[config.mk]
export PLATFORM = sky130hd
export DESIGN_NAME = byte_ring_fifo_flat
export DESIGN_NICKNAME = d
export VERILOG_FILES = /design/src/design/brf_pkg.sv /design/src/design/brf_if.sv /design/src/design/byte_ring_fifo.sv /design/src/design/brf_store.sv /design/src/flat_wrapper.sv
export SDC_FILE = /design/constraint.sdc
export NUM_CORES = 2
export LEC_CHECK = 0
export ABC_AREA = 1
export BUFFER_PORTS_ARGS = -buffer_cell sky130_fd_sc_hd__buf_2
export CORE_ASPECT_RATIO = 1.2
export CORE_MARGIN = 2
export CORE_UTILIZATION = 33
export DETAILED_ROUTE_END_ITERATION = 10
export PLACE_DENSITY = 0.47
export SYNTH_ARGS = -nofsm -noshare
export SYNTH_HDL_FRONTEND = slang
export SYNTH_SLANG_ARGS = --single-unit
[constraint.sdc]
create_clock -name clk -period 6.5 [get_ports clk]
set_input_delay 1.625 -clock clk [delete_from_list [all_inputs] [get_ports clk]]
set_output_delay 1.625 -clock clk [all_outputs]
set_load 0.03 [all_outputs]
[src/design/brf_pkg.sv]
package brf_pkg;

  localparam int DEPTH_LOG2 = 8;
  localparam int ADDR_W     = DEPTH_LOG2;
  localparam int PTR_W      = DEPTH_LOG2 + 1;
  localparam int CNT_W      = 9;
  localparam int CAPL_W     = 4;
  localparam int PADDR_W    = 3;

  // largest capacity_log2 that the ring can hold, in register width
  localparam logic [CAPL_W-1:0] CAP_MAX =
      CAPL_W'((DEPTH_LOG2 > 15) ? 15 : DEPTH_LOG2);
  localparam logic [CAPL_W-1:0] CAP_RESET = (CAP_MAX < 4'd8) ? CAP_MAX : 4'd8;

  // register index, taken from paddr above the byte offset
  localparam logic [PADDR_W-3:0] REG_CAPACITY_LOG2 = '0;

  typedef logic [PTR_W-1:0]  ptr_t;
  typedef logic [ADDR_W-1:0] addr_t;
  typedef logic [CNT_W-1:0]  cnt_t;

  typedef enum logic [1:0] {
    ACT_PUT   = 2'd0,
    ACT_GET   = 2'd1,
    ACT_PEEK  = 2'd2,
    ACT_CLEAR = 2'd3
  } action_t;

  typedef enum logic [1:0] {
    ST_OK    = 2'd0,
    ST_FULL  = 2'd1,
    ST_EMPTY = 2'd2
  } status_t;

  function automatic addr_t ring_addr(ptr_t ptr, ptr_t cap);
    ptr_t masked;
    masked = ptr & (cap - PTR_W'(1));
    return masked[ADDR_W-1:0];
  endfunction

endpackage

[src/design/brf_if.sv]
interface brf_in_if;
  logic              valid;
  logic              ready;
  brf_pkg::action_t  action;
  logic [7:0]        data_in;

  modport source (output valid, output action, output data_in, input ready);
  modport sink   (input valid, input action, input data_in, output ready);
endinterface

interface brf_out_if;
  logic                valid;
  logic                ready;
  brf_pkg::status_t    status;
  logic [7:0]          data_out;
  brf_pkg::cnt_t       fill_count;
  brf_pkg::cnt_t       free_space;

  modport source (output valid, output status, output data_out, output fill_count,
                  output free_space, input ready);
  modport sink   (input valid, input status, input data_out, input fill_count,
                  input free_space, output ready);
endinterface

[src/design/byte_ring_fifo.sv]
// channel   | dir | fields                                       | accepted when
// ----------+-----+----------------------------------------------+-------------------------
// request   | in  | action, data_in                              | valid && ready
// result    | out | status, data_out, fill_count, free_space     | valid && ready
// apb       | in  | capacity_log2 at byte address 0              | psel && penable && pwrite
//
// one request per cycle while results are taken; the result register loads from
// stage s1 when s1 moves on, with the ring memory read registered at acceptance.
// pointers update at acceptance, so the next request sees them at once.
// reset clears pointers, capacity_log2 (to 8) and the valid flags; ring contents are
// left as they are. a stalled result holds the pipe and, once s1 is full, drops request.ready.
module byte_ring_fifo (
  input  logic                          clk,
  input  logic                          rst,
  brf_in_if.sink                        request,
  brf_out_if.source                     result,
  input  logic                          psel,
  input  logic                          penable,
  input  logic                          pwrite,
  input  logic [brf_pkg::PADDR_W-1:0]   paddr,
  input  logic [31:0]                   pwdata,
  output logic [31:0]                   prdata,
  output logic                          pready
);
  import brf_pkg::*;

  ptr_t              wr_ptr, rd_ptr;
  ptr_t              wr_ptr_next, rd_ptr_next;
  logic [CAPL_W-1:0] cap_log2;
  ptr_t              cap;
  ptr_t              level, level_next;
  logic              accept, cfg_wr, reg_hit;

  status_t           st;
  logic              rd_use, put_ok, rd_ok;
  logic [7:0]        mem_q;

  logic              s1_valid, s1_move;
  status_t           s1_status;
  logic              s1_rd_use;
  cnt_t              s1_fill, s1_free;

  assign pready  = 1'b1;
  assign reg_hit = (paddr[PADDR_W-1:2] == REG_CAPACITY_LOG2);
  assign cfg_wr  = psel && penable && pwrite && reg_hit;

  always_comb begin
    prdata = '0;
    if (reg_hit) begin
      prdata[CAPL_W-1:0] = cap_log2;
    end
  end

  assign cap   = PTR_W'(1) << cap_log2;
  assign level = wr_ptr - rd_ptr;

  assign s1_move       = s1_valid && (!result.valid || result.ready);
  assign request.ready = !s1_valid || s1_move;
  assign accept        = request.valid && request.ready;

  always_comb begin
    wr_ptr_next = wr_ptr;
    rd_ptr_next = rd_ptr;
    st          = ST_OK;
    rd_use      = 1'b0;
    put_ok      = 1'b0;
    rd_ok       = 1'b0;
    unique case (request.action)
      ACT_PUT: begin
        if (level >= cap) begin
          st = ST_FULL;
        end else begin
          put_ok      = 1'b1;
          wr_ptr_next = wr_ptr + PTR_W'(1);
        end
      end
      ACT_GET, ACT_PEEK: begin
        if (level == '0) begin
          st = ST_EMPTY;
        end else begin
          rd_ok  = 1'b1;
          rd_use = 1'b1;
          if (request.action == ACT_GET) begin
            rd_ptr_next = rd_ptr + PTR_W'(1);
          end
        end
      end
      ACT_CLEAR: begin
        rd_ptr_next = wr_ptr;
      end
      default: begin
        st = ST_OK;
      end
    endcase
  end

  assign level_next = wr_ptr_next - rd_ptr_next;

  brf_store u_store (
    .clk   (clk),
    .we    (accept && put_ok),
    .waddr (ring_addr(wr_ptr, cap)),
    .wdata (request.data_in),
    .re    (accept && rd_ok),
    .raddr (ring_addr(rd_ptr, cap)),
    .rdata (mem_q)
  );

  always_ff @(posedge clk) begin
    if (rst) begin
      wr_ptr   <= '0;
      rd_ptr   <= '0;
      cap_log2 <= CAP_RESET;
      s1_valid <= 1'b0;
    end else begin
      if (cfg_wr) begin
        // a new capacity empties the queue
        cap_log2 <= (pwdata[CAPL_W-1:0] > CAP_MAX) ? CAP_MAX : pwdata[CAPL_W-1:0];
        wr_ptr   <= '0;
        rd_ptr   <= '0;
      end else if (accept) begin
        wr_ptr <= wr_ptr_next;
        rd_ptr <= rd_ptr_next;
      end
      if (accept) begin
        s1_valid <= 1'b1;
      end else if (s1_move) begin
        s1_valid <= 1'b0;
      end
    end
  end

  always_ff @(posedge clk) begin
    if (accept) begin
      s1_status <= st;
      s1_rd_use <= rd_use;
      s1_fill   <= CNT_W'(level_next);
      s1_free   <= CNT_W'(cap - level_next);
    end
  end

  always_ff @(posedge clk) begin
    if (rst) begin
      result.valid <= 1'b0;
    end else if (s1_move) begin
      result.valid <= 1'b1;
    end else if (result.ready) begin
      result.valid <= 1'b0;
    end
  end

  always_ff @(posedge clk) begin
    if (s1_move) begin
      result.status     <= s1_status;
      result.data_out   <= s1_rd_use ? mem_q : 8'd0;
      result.fill_count <= s1_fill;
      result.free_space <= s1_free;
    end
  end

endmodule

[src/design/brf_store.sv]
module brf_store (
  input  logic                 clk,
  input  logic                 we,
  input  brf_pkg::addr_t       waddr,
  input  logic [7:0]           wdata,
  input  logic                 re,
  input  brf_pkg::addr_t       raddr,
  output logic [7:0]           rdata
);
  import brf_pkg::*;

  logic [7:0] mem [2**ADDR_W];

  always_ff @(posedge clk) begin
    if (we) begin
      mem[waddr] <= wdata;
    end
  end

  always_ff @(posedge clk) begin
    if (re) begin
      rdata <= mem[raddr];
    end
  end

endmodule
[src/flat_wrapper.sv]
// flat-port wrapper written by rule: the top's interface ports become plain ports
module byte_ring_fifo_flat import brf_pkg::*;
  (clk, rst, psel, penable, pwrite, paddr, pwdata, prdata, pready, request_valid, request_action, request_data_in, request_ready, result_valid, result_status, result_data_out, result_fill_count, result_free_space, result_ready);
  brf_in_if request_i ();
  brf_out_if result_i ();
  input  logic clk;
  input  logic rst;
  input  logic psel;
  input  logic penable;
  input  logic pwrite;
  input  logic [brf_pkg::PADDR_W-1:0] paddr;
  input  logic [31:0] pwdata;
  output logic [31:0] prdata;
  output logic pready;
  input wire logic [$bits(request_i.valid)-1:0] request_valid;
  input wire logic [$bits(request_i.action)-1:0] request_action;
  input wire logic [$bits(request_i.data_in)-1:0] request_data_in;
  output wire logic [$bits(request_i.ready)-1:0] request_ready;
  output wire logic [$bits(result_i.valid)-1:0] result_valid;
  output wire logic [$bits(result_i.status)-1:0] result_status;
  output wire logic [$bits(result_i.data_out)-1:0] result_data_out;
  output wire logic [$bits(result_i.fill_count)-1:0] result_fill_count;
  output wire logic [$bits(result_i.free_space)-1:0] result_free_space;
  input wire logic [$bits(result_i.ready)-1:0] result_ready;
  assign request_i.valid = request_valid;
  assign request_i.action = request_action;
  assign request_i.data_in = request_data_in;
  assign request_ready = request_i.ready;
  assign result_valid = result_i.valid;
  assign result_status = result_i.status;
  assign result_data_out = result_i.data_out;
  assign result_fill_count = result_i.fill_count;
  assign result_free_space = result_i.free_space;
  assign result_i.ready = result_ready;
  byte_ring_fifo u_core (.clk(clk), .rst(rst), .request(request_i), .result(result_i), .psel(psel), .penable(penable), .pwrite(pwrite), .paddr(paddr), .pwdata(pwdata), .prdata(prdata), .pready(pready));
endmodule
==> metrics.txt <==
P_leak 30.71 nW; sequential area share after synthesis 73.19%; cell taking the most area after synthesis edfxtp_1; crit start category register; crit path DAT 6.42 ns; total of max-cap violations 0; Synth Area in XOR/XNOR 0.1912%; Yosys top cell area share 72.64%; drt pass-1 iters 7; Crit Path Class reg2reg; Mapped Area 87,020 sq um; hold depth 0; proportion of layout cells with a drive suffix above 1 8.610%; #FFs+latches synth 2,129; main combinational cell family by area after synthesis compound AO/OA/AOI/OAI gates; Slew HR 17.66%; RSZ-0062 raised after global routing no; Avg Inst Size Synth 12.90 sq um; Starting DRT DRC Count 4,966; clk root buf clkbuf_16; multiplexer area fraction after synthesis 0%; pin count of the biggest net entering global routing 159; total gr overflow 0; vias in the first global route 53,258; CTS H-tree lvls 4; CP Capture Type register; Slew Limit Fails 0; post-synthesis simple-gate area fraction 10.73%; final setup fails 0; row count 206; area grow syn2layout 12.56%; Total GRT Usage 18.47%; CTS tree done; Final WS setup 0.6887 ns; final RePlAce weighted congestion 0.8545; Synth Flop Type edfxtp_1; clock sinks 2,129; Post-synth EDFFs 2,105; Slew @ Worst Pin 1.232 ns; post-DR vias/cell 5.311; top post-synthesis cells by area edfxtp_1 (73%), nor2_1 (8.4%), o32ai_1 (4.3%); Max VDD drop 0.1934 mV; Distinct cells, synth 52; Initial Util 33.16%; DIE AREA 267,800 sq um; PwrDens 308.1 nW/um^2; Crit-path slowest cell ha_1; WP data required 7.11 ns; Gate Count Post-Synth 6,744; crit path max fanout 8; period utilization 89.40%; FFs w/ async S/R, synth 0%; Worst-path clk slew 0.06 ns; f_max 172.1 MHz; setup slack at placement 0.7261 ns; Die Wd 472.8 um; clock tree buffer depth 4; antenna violations before repair 9; Hold/Removal Path Class reg2reg; input/output buffers 55; cts repair resizes 0; setup repair bufs after CTS 0; clk_skew 0.03376 ns; TNS Setup 0 ns; R2R cell count 34; adder-cell share of the synthesized area 0.6010%; Via Count 54,695; Post-DP HPWL 146,300 um; Post-DRT Antenna Nets 0; num ports 115; die height 566.5 um; synth warn 0; fin nets 6,789; Filler cells 25,135; max incr delay on CP 0.51 ns; Post-CTS Hold Buffers 0; CTS buffer count 215; final WL 255,200 um; Hold Fails Final Rpt 0; DR DRC count 0; Skew-Pair Late Insertion Delay 0.86 ns; status finished, final reports clean; average wire per standard cell 24.78 um; Period minus WS final 5.811 ns; first-pass GRT wire length 371,600 um; Synth Area in Compound Gates 12.10%; core area 262,400 sq um
## logic make-up after synthesis
kind of cell / after synthesis
simple gates: 2349
flops: 2129
compound gates: 1556
buf+inv: 649
fa+ha+maj: 40
xor+xnor: 19
other cells: 2
## registers in the layout, indices dropped and copies added, names as in the netlist, 8 cells and up
name	count
u_core.rd_ptr	9
u_core.u_store.mem	2048
u_core.wr_ptr	9
u_core.result.free_space	9
u_core.s1_fill	9
u_core.result.fill_count	9
u_core.u_store.rdata	8
u_core.s1_free	9
u_core.result.data_out	8
## cell usage after synthesis (all sizes together), types with 2 or more instances
| cell | number |
|---|---|
| a211oi | 4 |
| a21oi | 50 |
| a22oi | 2 |
| a31oi | 2 |
| buf | 181 |
| clkbuf | 334 |
| clkinv | 2 |
| conb | 2 |
| dfxtp | 24 |
| edfxtp | 2105 |
| fa | 3 |
| ha | 37 |
| inv | 132 |
| nand2 | 175 |
| nand3 | 191 |
| nand3b | 3 |
| nand4 | 9 |
| nor2 | 1957 |
| nor3 | 9 |
| o211ai | 100 |
| o21a | 3 |
| o21ai | 716 |
| o21bai | 82 |
| o221ai | 80 |
| o311ai | 80 |
| o31ai | 4 |
| o32ai | 432 |
| or2 | 3 |
| xnor2 | 3 |
| xor2 | 16 |
## through the flow
stage / instance area (sq um) / hold WS (ns) / util (%) / cells / power, mW
6_report: 97950 / 0.4186 / 37.33 / 10298 / 30.17
5_1_grt: 97950 / 0.4288 / 37.33 / 10297 / 31.15
4_1_cts: 97940 / 0.4197 / 37.33 / 10296 / 30.46
3_5_place_dp: 91380 / 0.4045 / 34.83 / 9912 / 18.58
3_3_place_gp: 91380 / 0.4021 / 34.83 / 9912 / 18.56
2_1_floorplan: 87120 / 0.4003 / - / 6771 / 17.28
## report_power, final
part | internal (mW) | switching [mW]
logic | 0.810 | 2.22
clock network | 6.63 | 5.29
registers | 15.2 | 0.0344
total | 22.6 | 7.55
## metal layers
metal | global-route usage (%) | vias to the layer above | share of wire, %
li1 | - | 25012 | -
met1 | 25.34 | 27796 | 44
met2 | 30.68 | 1524 | 48
met3 | 1.929 | 363 | 4.8
met4 | 5.920 | 0 | 3.2
met5 | 0 | - | 0
## worst paths after layout
path | from | to | slack (ns)
max | u_core.rd_ptr[2] | u_core.s1_free[8] | 0.69
min | u_core.s1_free[2] | u_core.result.free_space[2] | 0.42
max reg2reg | u_core.rd_ptr[2] | u_core.s1_free[8] | 0.69
min reg2reg | u_core.s1_free[2] | u_core.result.free_space[2] | 0.42
## worst max-delay path, delay by kind of cell, from the launching register on
kind                       cells  cell delay (ns)
and+or+nand+nor               14             1.81
buffers and inverters          7             0.58
adders and majority gates      4             1.38
DFF                            1             0.44
xor gates and xnor gates       1             0.22
AOI/OAI and AO/OA              8             1.15
## cells in the final DEF, fill, tap and decap left out, drive strengths merged, types with 9 or more instances in the layout
master  count
nand2     175
o32ai     432
clkinv     95
bufinv     13
inv       140
o311ai     80
buf       224
nand4       9
xor2       16
edfxtp   2105
conb       29
ha         37
a21oi      50
nor2     1957
o221ai     80
o21bai     82
nor3        9
nand3     191
o211ai    100
dfxtp      24
clkbuf    265
o21ai     716
## layout make-up
| type | instances | area [sq um] | area share, % |
|---|---|---|---|
| Sequential cell | 2129 | 63690 | 65.03 |
| Timing Repair Buffer | 224 | 2100 | 2.144 |
| Antenna cell | 2 | 5.005 | 0.005110 |
| Tap cell | 3432 | 4294 | 4.384 |
| Clock inverter | 119 | 955.9 | 0.9759 |
| Clock buffer | 265 | 5610 | 5.728 |
| Inverter | 134 | 531.8 | 0.5429 |
| Multi-Input combinational cell | 3993 | 20760 | 21.19 |
Note: power is estimated with default switching activity, not from simulation.
